==> config.mk <==
export PLATFORM = sky130hd
export DESIGN_NAME = seconds_to_calendar_date
export DESIGN_NICKNAME = d
export VERILOG_FILES = /design/src/hw/rtl/scd_pkg.sv /design/src/hw/rtl/seconds_to_calendar_date.sv /design/src/hw/rtl/scd_day_split.sv /design/src/hw/rtl/scd_clock_time.sv /design/src/hw/rtl/scd_calendar.sv
export SDC_FILE = /design/constraint.sdc
export NUM_CORES = 2
export LEC_CHECK = 0
export CORE_MARGIN = 3
export CORE_UTILIZATION = 66
export DETAILED_ROUTE_END_ITERATION = 7
export DONT_BUFFER_PORTS = 1
export GPL_ROUTABILITY_DRIVEN = 0
export PLACE_DENSITY = 0.85
export SYNTH_ARGS = -nofsm -noshare
export SYNTH_HDL_FRONTEND = slang
export SYNTH_SLANG_ARGS = --single-unit
==> constraint.sdc <==
create_clock -name clock -period 7.3 [get_ports clock]
set_clock_uncertainty 0.1 [all_clocks]
set_input_delay 1.46 -clock clock [delete_from_list [all_inputs] [get_ports clock]]
set_output_delay 1.46 -clock clock [all_outputs]
set_load 0.01 [all_outputs]
==> src/hw/rtl/scd_pkg.sv <==
// ----------------------------------------------------------------------------
// Seconds to calendar date: shared definitions
// Pipeline depth, epoch constant and the day/time split carried between
// the front end and the two back-end paths.
// ----------------------------------------------------------------------------
package scd_pkg;

   localparam int SPLIT_STAGES = 4;
   localparam int TAIL_STAGES  = 6;
   localparam int STAGE_COUNT  = SPLIT_STAGES + TAIL_STAGES;

   localparam int DAYS_WIDTH = 16;
   localparam int TOD_WIDTH  = 17;

   localparam logic [31:0] EPOCH_1980 = 32'd315532800;

   typedef struct packed {
      logic [DAYS_WIDTH-1:0] days;
      logic [TOD_WIDTH-1:0]  tod;
   } day_split_type;

endpackage

==> src/hw/rtl/seconds_to_calendar_date.sv <==
// ----------------------------------------------------------------------------
// Seconds to calendar date: top level
// One transaction per cycle is taken while req_stall is low, set by the
// ten-stage multiply pipeline.
// Each stage holds while it is full and the one after it holds.
// Synchronous reset clears the stage valid bits only.
// ----------------------------------------------------------------------------
module seconds_to_calendar_date (
   input  logic        clock,
   input  logic        reset,
   input  logic        req_valid,
   output logic        req_stall,
   input  logic [31:0] req_epoch_seconds,
   output logic        rsp_valid,
   input  logic        rsp_stall,
   output logic [5:0]  rsp_second_of_minute,
   output logic [5:0]  rsp_minute_of_hour,
   output logic [4:0]  rsp_hour_of_day,
   output logic [4:0]  rsp_day_of_month,
   output logic [3:0]  rsp_month_number,
   output logic [11:0] rsp_year_number,
   output logic [2:0]  rsp_weekday_number,
   output logic [8:0]  rsp_day_of_year,
   output logic        rsp_before_epoch
);

   localparam int Stages = scd_pkg::STAGE_COUNT;
   localparam int Split  = scd_pkg::SPLIT_STAGES;

   logic [Stages-1:0] stage_en;
   logic [Stages-1:0] valid_in, valid_ff;
   logic [Stages-1:0] before_in, before_ff;
   scd_pkg::day_split_type split;
   logic [5:0]  second_raw, minute_raw;
   logic [4:0]  hour_raw, dom_raw;
   logic [3:0]  month_raw;
   logic [11:0] year_raw;
   logic [2:0]  weekday_raw;
   logic [8:0]  doy_raw;
   logic        out_before;

   always_comb begin
      stage_en[Stages-1] = !valid_ff[Stages-1] || !rsp_stall;
      for (int i = Stages - 2; i >= 0; i--) begin
         stage_en[i] = !valid_ff[i] || stage_en[i+1];
      end
      valid_in[0]  = req_valid;
      before_in[0] = (req_epoch_seconds < scd_pkg::EPOCH_1980);
      for (int i = 1; i < Stages; i++) begin
         valid_in[i]  = valid_ff[i-1];
         before_in[i] = before_ff[i-1];
      end
   end

   always_ff @(posedge clock) begin
      for (int i = 0; i < Stages; i++) begin
         if (reset) begin
            valid_ff[i] <= 1'b0;
         end else if (stage_en[i]) begin
            valid_ff[i] <= valid_in[i];
         end
         if (stage_en[i]) begin
            before_ff[i] <= before_in[i];
         end
      end
   end

   scd_day_split u_day_split (
      .clock         (clock),
      .stage_en      (stage_en[Split-1:0]),
      .epoch_seconds (req_epoch_seconds),
      .split         (split)
   );

   scd_clock_time u_clock_time (
      .clock            (clock),
      .stage_en         (stage_en[Stages-1:Split]),
      .tod              (split.tod),
      .hour_of_day      (hour_raw),
      .minute_of_hour   (minute_raw),
      .second_of_minute (second_raw)
   );

   scd_calendar u_calendar (
      .clock          (clock),
      .stage_en       (stage_en[Stages-1:Split]),
      .days           (split.days),
      .day_of_month   (dom_raw),
      .month_number   (month_raw),
      .year_number    (year_raw),
      .weekday_number (weekday_raw),
      .day_of_year    (doy_raw)
   );

   assign out_before = before_ff[Stages-1];

   assign req_stall            = !stage_en[0];
   assign rsp_valid            = valid_ff[Stages-1];
   assign rsp_before_epoch     = out_before;
   assign rsp_second_of_minute = out_before ? 6'd0 : second_raw;
   assign rsp_minute_of_hour   = out_before ? 6'd0 : minute_raw;
   assign rsp_hour_of_day      = out_before ? 5'd0 : hour_raw;
   assign rsp_day_of_month     = out_before ? 5'd0 : dom_raw;
   assign rsp_month_number     = out_before ? 4'd0 : month_raw;
   assign rsp_year_number      = out_before ? 12'd0 : year_raw;
   assign rsp_weekday_number   = out_before ? 3'd0 : weekday_raw;
   assign rsp_day_of_year      = out_before ? 9'd0 : doy_raw;

`ifndef SYNTH
   a_stall_only_when_full: assert property (@(posedge clock) disable iff (reset)
      req_stall |-> (&valid_ff) && rsp_stall)
      else $error("input stalled while the pipeline has a free stage");

   a_time_in_range: assert property (@(posedge clock) disable iff (reset)
      rsp_valid && !rsp_before_epoch |->
         rsp_second_of_minute < 6'd60 && rsp_minute_of_hour < 6'd60 &&
         rsp_hour_of_day < 5'd24)
      else $error("time of day out of range");

   a_date_in_range: assert property (@(posedge clock) disable iff (reset)
      rsp_valid && !rsp_before_epoch |->
         rsp_month_number != 4'd0 && rsp_month_number <= 4'd12 &&
         rsp_day_of_month != 5'd0 && rsp_day_of_year <= 9'd365 &&
         rsp_weekday_number != 3'd0 && rsp_year_number >= 12'd1980)
      else $error("calendar fields out of range");
`endif

endmodule

==> src/hw/rtl/scd_day_split.sv <==
// ----------------------------------------------------------------------------
// Seconds to calendar date: day split
// Rebases the count to 1980 and splits it into whole days and the second
// within the day, using a reciprocal estimate and one correction step.
// ----------------------------------------------------------------------------
module scd_day_split (
   input  logic                              clock,
   input  logic [scd_pkg::SPLIT_STAGES-1:0]  stage_en,
   input  logic [31:0]                       epoch_seconds,
   output scd_pkg::day_split_type            split
);

   localparam logic [22:0] DayRecip = 23'd6362914;
   localparam logic [16:0] SecPerDay = 17'd86400;

   logic [31:0] t_s1_in, t_s1_ff;
   logic [31:0] t_s2_ff;
   logic [15:0] q_s2_in, q_s2_ff;
   logic [47:0] q_prod;
   logic [15:0] q_s3_ff;
   logic [17:0] r_s3_in, r_s3_ff;
   logic [32:0] back_prod;
   logic [31:0] diff;
   scd_pkg::day_split_type split_in, split_ff;

   always_comb begin
      t_s1_in   = epoch_seconds - scd_pkg::EPOCH_1980;
      q_prod    = 48'(t_s1_ff[31:7]) * 48'(DayRecip);
      q_s2_in   = q_prod[47:32];
      back_prod = 33'(q_s2_ff) * 33'(SecPerDay);
      diff      = t_s2_ff - back_prod[31:0];
      r_s3_in   = diff[17:0];
      if (r_s3_ff >= 18'(SecPerDay)) begin
         split_in.days = q_s3_ff + 16'd1;
         split_in.tod  = 17'(r_s3_ff - 18'(SecPerDay));
      end else begin
         split_in.days = q_s3_ff;
         split_in.tod  = r_s3_ff[16:0];
      end
   end

   always_ff @(posedge clock) begin
      if (stage_en[0]) begin
         t_s1_ff <= t_s1_in;
      end
      if (stage_en[1]) begin
         t_s2_ff <= t_s1_ff;
         q_s2_ff <= q_s2_in;
      end
      if (stage_en[2]) begin
         q_s3_ff <= q_s2_ff;
         r_s3_ff <= r_s3_in;
      end
      if (stage_en[3]) begin
         split_ff <= split_in;
      end
   end

   assign split = split_ff;

endmodule

==> src/hw/rtl/scd_clock_time.sv <==
// ----------------------------------------------------------------------------
// Seconds to calendar date: time of day
// Splits the second within the day into hour, minute and second.
// ----------------------------------------------------------------------------
module scd_clock_time (
   input  logic                             clock,
   input  logic [scd_pkg::TAIL_STAGES-1:0]  stage_en,
   input  logic [scd_pkg::TOD_WIDTH-1:0]    tod,
   output logic [4:0]                       hour_of_day,
   output logic [5:0]                       minute_of_hour,
   output logic [5:0]                       second_of_minute
);

   localparam logic [14:0] HourRecip = 15'd18641;
   localparam logic [10:0] MinRecip  = 11'd1092;
   localparam logic [11:0] SecPerHour = 12'd3600;
   localparam logic [5:0]  SecPerMin  = 6'd60;

   logic [16:0] tod_s5_ff;
   logic [4:0]  h_s5_in, h_s5_ff;
   logic [31:0] h_prod;
   logic [4:0]  h_s6_ff;
   logic [12:0] hr_s6_in, hr_s6_ff;
   logic [16:0] h_back;
   logic [4:0]  hour_s7_in, hour_s7_ff;
   logic [11:0] rem_s7_in, rem_s7_ff;
   logic [22:0] m_prod;
   logic [5:0]  m_s8_in, m_s8_ff;
   logic [11:0] rem_s8_ff;
   logic [4:0]  hour_s8_ff;
   logic [11:0] m_back;
   logic [6:0]  ms_s9_in, ms_s9_ff;
   logic [5:0]  m_s9_ff;
   logic [4:0]  hour_s9_ff;
   logic [5:0]  min_s10_in, min_s10_ff;
   logic [5:0]  sec_s10_in, sec_s10_ff;
   logic [4:0]  hour_s10_ff;

   always_comb begin
      h_prod   = 32'(tod) * 32'(HourRecip);
      h_s5_in  = h_prod[30:26];
      h_back   = 17'(h_s5_ff) * 17'(SecPerHour);
      hr_s6_in = 13'(tod_s5_ff - h_back);
      if (hr_s6_ff >= 13'(SecPerHour)) begin
         hour_s7_in = h_s6_ff + 5'd1;
         rem_s7_in  = 12'(hr_s6_ff - 13'(SecPerHour));
      end else begin
         hour_s7_in = h_s6_ff;
         rem_s7_in  = hr_s6_ff[11:0];
      end
      m_prod   = 23'(rem_s7_ff) * 23'(MinRecip);
      m_s8_in  = m_prod[21:16];
      m_back   = 12'(m_s8_ff) * 12'(SecPerMin);
      ms_s9_in = 7'(rem_s8_ff - m_back);
      if (ms_s9_ff >= 7'(SecPerMin)) begin
         min_s10_in = m_s9_ff + 6'd1;
         sec_s10_in = 6'(ms_s9_ff - 7'(SecPerMin));
      end else begin
         min_s10_in = m_s9_ff;
         sec_s10_in = ms_s9_ff[5:0];
      end
   end

   always_ff @(posedge clock) begin
      if (stage_en[0]) begin
         tod_s5_ff <= tod;
         h_s5_ff   <= h_s5_in;
      end
      if (stage_en[1]) begin
         h_s6_ff  <= h_s5_ff;
         hr_s6_ff <= hr_s6_in;
      end
      if (stage_en[2]) begin
         hour_s7_ff <= hour_s7_in;
         rem_s7_ff  <= rem_s7_in;
      end
      if (stage_en[3]) begin
         m_s8_ff    <= m_s8_in;
         rem_s8_ff  <= rem_s7_ff;
         hour_s8_ff <= hour_s7_ff;
      end
      if (stage_en[4]) begin
         ms_s9_ff   <= ms_s9_in;
         m_s9_ff    <= m_s8_ff;
         hour_s9_ff <= hour_s8_ff;
      end
      if (stage_en[5]) begin
         min_s10_ff  <= min_s10_in;
         sec_s10_ff  <= sec_s10_in;
         hour_s10_ff <= hour_s9_ff;
      end
   end

   assign hour_of_day      = hour_s10_ff;
   assign minute_of_hour   = min_s10_ff;
   assign second_of_minute = sec_s10_ff;

endmodule

==> src/hw/rtl/scd_calendar.sv <==
// ----------------------------------------------------------------------------
// Seconds to calendar date: calendar
// Turns the day count since 1980 into year, day of year, month, day of
// month and ISO weekday, with a leap year every fourth year.
// ----------------------------------------------------------------------------
module scd_calendar (
   input  logic                             clock,
   input  logic [scd_pkg::TAIL_STAGES-1:0]  stage_en,
   input  logic [scd_pkg::DAYS_WIDTH-1:0]   days,
   output logic [4:0]                       day_of_month,
   output logic [3:0]                       month_number,
   output logic [11:0]                      year_number,
   output logic [2:0]                       weekday_number,
   output logic [8:0]                       day_of_year
);

   localparam logic [15:0] CycleRecip = 16'd45933;
   localparam logic [15:0] WeekRecip  = 16'd37449;
   localparam logic [10:0] DaysPerCycle = 11'd1461;
   localparam logic [2:0]  DaysPerWeek  = 3'd7;
   localparam logic [11:0] BaseYear     = 12'd1980;
   localparam logic [10:0] Year1Start   = 11'd366;
   localparam logic [10:0] Year2Start   = 11'd731;
   localparam logic [10:0] Year3Start   = 11'd1096;
   localparam logic [8:0] MonthStart [12] = '{
      9'd0, 9'd31, 9'd59, 9'd90, 9'd120, 9'd151,
      9'd181, 9'd212, 9'd243, 9'd273, 9'd304, 9'd334
   };

   function automatic logic [8:0] month_start(input logic [3:0] mon, input logic leap);
      logic [8:0] base;
      base = MonthStart[mon];
      if (leap && mon >= 4'd2) begin
         base = base + 9'd1;
      end
      return base;
   endfunction

   logic [15:0] days_s5_ff;
   logic [16:0] x_in, x_s5_ff;
   logic [31:0] c_prod;
   logic [32:0] w_prod;
   logic [4:0]  c_s5_in, c_s5_ff;
   logic [12:0] q7_s5_in, q7_s5_ff;
   logic [15:0] c_back;
   logic [16:0] w_back;
   logic [11:0] cp_s6_in, cp_s6_ff;
   logic [3:0]  w_s6_in, w_s6_ff;
   logic [4:0]  c_s6_ff;
   logic [10:0] cp_s7_in, cp_s7_ff;
   logic [4:0]  cyc_s7_in, cyc_s7_ff;
   logic [2:0]  wmod_s7_in, wmod_s7_ff;
   logic [1:0]  y_in;
   logic [10:0] y_base;
   logic [8:0]  doy_s8_in, doy_s8_ff;
   logic        leap_s8_ff;
   logic [6:0]  yoff_s8_ff;
   logic [2:0]  wd_s8_ff;
   logic [3:0]  mon_in;
   logic [4:0]  dom_s9_in, dom_s9_ff;
   logic [3:0]  mon_s9_ff;
   logic [8:0]  doy_s9_ff;
   logic [6:0]  yoff_s9_ff;
   logic [2:0]  wd_s9_ff;
   logic [4:0]  dom_s10_ff;
   logic [3:0]  mon_s10_ff;
   logic [11:0] year_s10_ff;
   logic [8:0]  doy_s10_ff;
   logic [2:0]  wd_s10_ff;

   always_comb begin
      x_in     = 17'(days) + 17'd1;
      c_prod   = 32'(days) * 32'(CycleRecip);
      c_s5_in  = c_prod[30:26];
      w_prod   = 33'(x_in) * 33'(WeekRecip);
      q7_s5_in = w_prod[30:18];

      c_back   = 16'(c_s5_ff) * 16'(DaysPerCycle);
      cp_s6_in = 12'(days_s5_ff - c_back);
      w_back   = 17'(q7_s5_ff) * 17'(DaysPerWeek);
      w_s6_in  = 4'(x_s5_ff - w_back);

      if (cp_s6_ff >= 12'(DaysPerCycle)) begin
         cp_s7_in  = 11'(cp_s6_ff - 12'(DaysPerCycle));
         cyc_s7_in = c_s6_ff + 5'd1;
      end else begin
         cp_s7_in  = cp_s6_ff[10:0];
         cyc_s7_in = c_s6_ff;
      end
      if (w_s6_ff >= 4'(DaysPerWeek)) begin
         wmod_s7_in = 3'(w_s6_ff - 4'(DaysPerWeek));
      end else begin
         wmod_s7_in = w_s6_ff[2:0];
      end

      priority if (cp_s7_ff >= Year3Start) begin
         y_in   = 2'd3;
         y_base = Year3Start;
      end else if (cp_s7_ff >= Year2Start) begin
         y_in   = 2'd2;
         y_base = Year2Start;
      end else if (cp_s7_ff >= Year1Start) begin
         y_in   = 2'd1;
         y_base = Year1Start;
      end else begin
         y_in   = 2'd0;
         y_base = 11'd0;
      end
      doy_s8_in = 9'(cp_s7_ff - y_base);

      mon_in = 4'd0;
      for (int m = 1; m < 12; m++) begin
         if (doy_s8_ff >= month_start(4'(m), leap_s8_ff)) begin
            mon_in = 4'(m);
         end
      end
      dom_s9_in = 5'(doy_s8_ff - month_start(mon_in, leap_s8_ff));
   end

   always_ff @(posedge clock) begin
      if (stage_en[0]) begin
         days_s5_ff <= days;
         x_s5_ff    <= x_in;
         c_s5_ff    <= c_s5_in;
         q7_s5_ff   <= q7_s5_in;
      end
      if (stage_en[1]) begin
         cp_s6_ff <= cp_s6_in;
         w_s6_ff  <= w_s6_in;
         c_s6_ff  <= c_s5_ff;
      end
      if (stage_en[2]) begin
         cp_s7_ff   <= cp_s7_in;
         cyc_s7_ff  <= cyc_s7_in;
         wmod_s7_ff <= wmod_s7_in;
      end
      if (stage_en[3]) begin
         doy_s8_ff  <= doy_s8_in;
         leap_s8_ff <= (y_in == 2'd0);
         yoff_s8_ff <= {cyc_s7_ff, y_in};
         wd_s8_ff   <= wmod_s7_ff + 3'd1;
      end
      if (stage_en[4]) begin
         dom_s9_ff  <= dom_s9_in;
         mon_s9_ff  <= mon_in;
         doy_s9_ff  <= doy_s8_ff;
         yoff_s9_ff <= yoff_s8_ff;
         wd_s9_ff   <= wd_s8_ff;
      end
      if (stage_en[5]) begin
         dom_s10_ff  <= dom_s9_ff + 5'd1;
         mon_s10_ff  <= mon_s9_ff + 4'd1;
         year_s10_ff <= 12'(yoff_s9_ff) + BaseYear;
         doy_s10_ff  <= doy_s9_ff;
         wd_s10_ff   <= wd_s9_ff;
      end
   end

   assign day_of_month   = dom_s10_ff;
   assign month_number   = mon_s10_ff;
   assign year_number    = year_s10_ff;
   assign weekday_number = wd_s10_ff;
   assign day_of_year    = doy_s10_ff;

endmodule
==> After elaboration in Yosys (flattened, before gate mapping) <==
Memory sizes are Yosys's and may differ from the RTL's.
Cells that the tools add are included.
{ "op_classes": {"n_addsub": 23, "reduce_logical": 24, "n_bitwise": 1, "n_mux": 46, "n_mul": 10, "order_cmp": 22} }
{ "ops": {"columns": ["op", "count"], "rows": [
  ["25-bit by 22-bit multiplier with 47-bit output, second input constant", 1],
  ["9-bit by 8-bit greater-or-equal comparator with 1-bit output", 4],
  ["9-bit two-way mux", 4],
  ["5-bit two-way mux", 7],
  ["33-bit two-way mux", 1],
  ["32-bit by 29-bit < comparator with 1-bit output, second input constant", 1],
  ["32-bit by 29-bit subtractor with 32-bit output, second input constant", 1],
  ["16-bit by 16-bit multiplier with 31-bit output, second input constant", 1],
  ["17-bit by 15-bit multiplier with 31-bit output, second input constant", 1],
  ["17-bit by 16-bit multiplier with 31-bit output, second input constant", 1],
  ["9-bit greater-or-equal comparator", 3],
  ["12-bit two-way mux", 2],
  ["3-bit two-way mux", 8],
  ["4-bit two-way mux", 6],
  ["6-bit two-way mux", 4],
  ["5-bit by 1-bit adder with 5-bit output, second input constant", 4],
  ["12-bit by 9-bit multiplier with 20-bit output, second input constant", 1],
  ["18-bit by 17-bit greater-or-equal comparator with 1-bit output, second input constant", 1],
  ["9-bit by 7-bit greater-or-equal comparator with 1-bit output", 2],
  ["18-bit subtractor", 1],
  ["16-bit by 1-bit adder with 17-bit output, second input constant", 1],
  ["17-bit subtractor, second input constant", 1],
  ["16-bit by 1-bit adder with 16-bit output, second input constant", 1],
  ["16-bit by 10-bit multiplier with 11-bit output, second input constant", 1],
  ["37 further kinds", 68]
]} }
{ "totals": {"wordCells": 193, "memories": 1, "regBits": 414, "output_inout_bits": 53, "mem_bits_ro": 144, "inputBits": 36} }
{ "memory_table": {"columns": ["name", "words", "word_bits", "read_ports", "rd_ports_with_merged_regs", "wr", "line_no", "text"], "rows": [
  ["(no name shown)", 16, 9, 1, 0, 0, "scd_calendar.sv:32", "base = MonthStart[mon];"]
]} }

==> Longest topological paths before layout <==
{ "depth": {"depth_word": 19, "depth_mapped": 21, "ltp_nobuf": 21} }

==> Hierarchy <==
From an unflattened synthesis, not the netlist that was laid out.
{ "hier_totals": {"hier_cells": 3118, "hier_area_um2": 37467.2} }
{ "by_module_without_submodules": {"columns": ["module", "cells_per_inst", "area_per_inst_um2", "seq_area_each_um2", "n_inst"], "rows": [
  ["scd_calendar", 1204, 14188.6, 4384.2, 1],
  ["scd_day_split", 1152, 13792.0, 3993.8, 1],
  ["scd_clock_time", 637, 8365.5, 3183.1, 1],
  ["seconds_to_calendar_date", 125, 1121.1, 500.5, 1]
]} }

==> Worst setup path before layout <==
Ideal clock, no wire load.
{ "synth_timing": {"path_type": "input -> output", "startpoint": "input port rsp_stall", "endpoint": "output port req_stall", "stages": 7, "n_path_buf": 0, "arrival_ps": 5320, "t_required_ps": 5740, "slack_ps": 420, "path_cell_list": "and3_1 -> inv_1 -> nor2_1 -> nand3_1 -> nor2_1 -> nand3_1 -> inv_1"} }
{ "synth_between": {"elab_chain_cells": 12} }
{ "synth_lines": {"columns": ["element", "line_no", "text"], "rows": [
  ["start, declared", "seconds_to_calendar_date.sv:15", "input logic rsp_stall,"],
  ["1-bit zero test", "seconds_to_calendar_date.sv:43", "stage_en[Stages-1] = !valid_ff[Stages-1] || !rsp_stall;"],
  ["1-bit logical OR", "seconds_to_calendar_date.sv:43", null],
  ["1-bit logical OR", "seconds_to_calendar_date.sv:45", "stage_en[i] = !valid_ff[i] || stage_en[i+1];"],
  ["net stage_en[8]", "seconds_to_calendar_date.sv:30", "logic [Stages-1:0] stage_en;"],
  ["1-bit logical OR (5 in a row)", "seconds_to_calendar_date.sv:45", null],
  ["net stage_en[3]", "seconds_to_calendar_date.sv:30", null],
  ["1-bit logical OR (3 in a row)", "seconds_to_calendar_date.sv:45", null],
  ["1-bit zero test", "seconds_to_calendar_date.sv:97", "assign req_stall = !stage_en[0];"],
  ["end, declared", "seconds_to_calendar_date.sv:12", "output logic req_stall,"]
]} }
The timed path passes the listed nets, and every way through them passes these cells.

==> Worst setup path in the final report <==
{ "layout_timing": {"startpoint": "register u_day_split.t_s1_ff[16]", "endpoint": "register u_day_split.q_s2_ff[15], data pin"} }
{ "layout_between": {"elab_chain_cells": 1} }
{ "layout_lines": {"columns": ["element", "line_no", "text"], "rows": [
  ["start, declared", "scd_day_split.sv:16", "logic [31:0] t_s1_in, t_s1_ff;"],
  ["start signal, assigned", "scd_day_split.sv:44", "t_s1_ff <= t_s1_in;"],
  ["25-bit by 22-bit multiplier with 47-bit output", "scd_day_split.sv:28", "q_prod = 48'(t_s1_ff[31:7]) * 48'(DayRecip);"],
  ["net u_day_split.q_prod[47]", "scd_day_split.sv:19", "logic [47:0] q_prod;"],
  ["end signal, assigned", "scd_day_split.sv:48", "q_s2_ff <= q_s2_in;"],
  ["end, declared", "scd_day_split.sv:18", "logic [15:0] q_s2_in, q_s2_ff;"]
]} }
The timed path passes the listed nets, and every way through them passes these cells.
A chain may end at the register's enable or synchronous reset.

==> flow_summary.json <==
{
  "status": "finished, final reports clean",
  "dr.pass1.iters": 5,
  "postLayoutSetupSlackWorst_ps": 411.6,
  "first_global_vias": 25660,
  "drt_iter0_markers": 1211,
  "fin_tns_setup_ps": 0,
  "synthDistinctLibCells": 76,
  "hold_slack_ps": 315.8,
  "setup_violations": 0,
  "postSynth.asyncResetShare_pct": 0,
  "wire_per_inst_microns": 18.71,
  "cts_resized": 0,
  "via_per_inst": 5.810,
  "cp_slowest_cell": "edfxtp_1",
  "htree_levels": 2,
  "hold_viol": 0,
  "drc": 0,
  "post-route-period-util_pct": 94.36,
  "clkTransAtPathRegs_ps": 60,
  "max_clock_freq_mhz": 145.2,
  "pre_cts_ws_ps": 571.3,
  "vias": 22930,
  "critical_path_arrival_ps": 7080,
  "row_count": 86,
  "start_util_pct": 67.06,
  "synth_warnings": 0,
  "die_area_sq_mm": 0.05919,
  "wl_microns": 73820,
  "worstSkewPairLatency_ps": 570,
  "netlist_area_sq_mm": 0.03716,
  "cpPeakStageDelay_ps": 620,
  "cts_max_path_buffers": 3,
  "nFillCells": 3574,
  "worst_slew_pin_slew_ps": 1092,
  "final_cell_area_sq_mm": 0.03953,
  "overflow": 0,
  "seq_area_frac_synth_pct": 32.46,
  "ios": 89,
  "cts_tree": "built",
  "area_growth_pct": 6.371,
  "crit_buf_inv": 4,
  "final_antenna_net_count": 0,
  "crit_top_cell": "fa_1",
  "synth_nets": 4271,
  "post_cts_buffers": 0,
  "post_dp_cell_area_sq_mm": 0.03811,
  "syn_inst": 3129,
  "worst_ep_required_time_ps": 7490,
  "clock-sinks": 405,
  "fin_crit_ps": 6888,
  "drv_slew": 0,
  "ctsRootBufferMaster": "clkbuf_16",
  "track_usage_pct": 25.76,
  "slew_headroom_pct": 26.94,
  "drive_above_1_share_pct": 3.253,
  "antenna_found_initial": 0,
  "ys.flop_type": "edfxtp_1",
  "rsz0062_at_grt": "false",
  "cts_hold_buf": 0,
  "placeableCoreArea_sq_mm": 0.05542,
  "ys_seq_elements": 405,
  "crit_chain": "fa_1 > ha_1 > inv_1 > fa_1 > inv_1 > fa_1 > inv_1 > fa_1 > inv_1 > fa_1 > ha_1 > ha_1 > a211oi_1 > o221ai_1 > a21oi_1 > nor3_1 > nor4_1 > o31ai_1 > nor4b_1 > a311oi_1",
  "critical_path.startpoint_type": "flip-flop",
  "min_path_type": "flip-flop to flip-flop",
  "reg2reg_setup_slack_ps": 410,
  "hpwl_microns": 59620,
  "critPathTopFamily": "adder cells",
  "die_w_microns": 243.3,
  "nets": 4308,
  "worstPathMaxFanout": 10,
  "dieHeight_microns": 243.3,
  "maxCapViolCount": 0,
  "portBuffers": 0,
  "endpoint_kind": "flip-flop",
  "grt_max_degree": 52,
  "syn_avg_cell_area_sq_um": 11.88,
  "worstSetupPathType": "flip-flop to flip-flop",
  "numCtsBuffers": 41,
  "grt_pass1_wl_microns": 123200,
  "synth_edf_count": 395
}
## cells in the final DEF (no fill, tap or decap), types with 7 or more instances in the layout
cell,instances
ha_1,760
inv_1,666
edfxtp_1,395
fa_1,346
xnor2_1,164
nand2_1,98
a21oi_1,85
nor2_1,73
nor2b_1,64
xor2_1,63
o21ai_0,59
clkbuf_16,42
a21o_1,36
nand3_1,30
nor3_1,25
nand4_1,25
nand2b_1,22
and3_1,14
a211oi_1,14
o21a_1,11
a31oi_1,11
o21bai_1,10
buf_4,10
dfxtp_1,10
nor4_1,9
o211ai_1,7
clkbuf_1,7
## final cells by class
cell class / count / area (sq um) / area share (%)
antenna: 1 / 2.502 / 0.006331
clock buffer: 50 / 1091 / 2.760
clock inverter: 24 / 319.1 / 0.8072
inverter: 667 / 2504 / 6.334
multi-input combinational: 2041 / 22540 / 57.02
sequential: 405 / 12060 / 30.52
tap: 748 / 935.9 / 2.368
timing repair buffer: 10 / 75.07 / 0.1899
## registers in the layout, summed over array words and instances, names as in the netlist, 13 cells and up
| signal | count |
|---|---|
| u_day_split.r_s3_ff | 18 |
| u_day_split.t_s1_ff | 32 |
| u_clock_time.hr_s6_ff | 13 |
| u_clock_time.tod_s5_ff | 13 |
| u_day_split.t_s2_ff | 18 |
| u_day_split.q_s3_ff | 16 |
| u_day_split.q_s2_ff | 16 |
| u_day_split.split | 33 |
## worst paths after layout
check / from / cells after the start / to
setup / recovery: u_day_split.t_s1_ff[16] / 20 / u_day_split.q_s2_ff[15]
setup reg to reg: u_day_split.t_s1_ff[16] / 20 / u_day_split.q_s2_ff[15]
hold reg to reg: u_clock_time.rem_s8_ff[1] / 0 / u_clock_time.ms_s9_ff[1]
hold / removal: u_clock_time.rem_s8_ff[1] / 0 / u_clock_time.ms_s9_ff[1]
## stage by stage
stage          util, %  cells
6_report         71.33   3946
3_3_place_gp     68.78   3871
2_1_floorplan        -   3129
3_5_place_dp     68.78   3871
5_1_grt          71.32   3945
4_1_cts          71.32   3945
## per-layer routing
metal  wire [microns]  track usage (%)  vias to the layer above
met5                0                0                        -
met4             3543            11.81                        0
met3             3498            3.346                      248
met2            39410            48.45                      752
met1            27370            29.00                    11330
li1                 -                -                    10600
## cells by family (layout without fill, tap and decap cells)
| group | Yosys count | after routing | synth area share (%) |
|---|---|---|---|
| buffers and inverters | 683 | 751 | 6.943 |
| XOR/XNOR | 227 | 227 | 5.350 |
| AND/OR/NAND/NOR | 404 | 404 | 5.606 |
| flip-flops | 405 | 405 | 32.46 |
| other | 0 | 1 | 0 |
| multiplexers | 6 | 6 | 0.1717 |
| adder cells (fa/ha/maj) | 1106 | 1106 | 44.23 |
| AO/OA/AOI/OAI | 298 | 298 | 5.239 |
## cell usage after synthesis, types with 4 or more instances
master	count	share of area, %
inv_1	667	6.7
o211ai_1	7	0.14
o31ai_1	6	0.12
nor2b_1	64	1.1
o21bai_1	10	0.20
o21a_1	11	0.22
a21oi_1	85	1.1
nand4_1	25	0.42
a22oi_1	4	0.081
and4_1	5	0.12
edfxtp_1	395	32
nand2b_1	22	0.37
nand3_1	33	0.44
a21boi_0	6	0.12
xnor2_1	164	3.9
a41o_1	4	0.11
a31o_2	4	0.094
a31oi_1	11	0.19
nand2_1	100	1.0
a21o_1	36	0.73
or3_1	6	0.10
nor3_1	25	0.34
and3_1	14	0.24
or2_2	5	0.084
nor4_1	9	0.15
xor2_1	63	1.5
o21ai_0	59	0.79
fa_1	346	19
clkbuf_1	13	0.13
dfxtp_1	10	0.54
nor2_1	73	0.74
a211oi_1	14	0.28
ha_1	760	26
and2_1	6	0.10
Power is not shown: default switching activity piles up to over one toggle a cycle in this logic, so the estimate is an artifact.
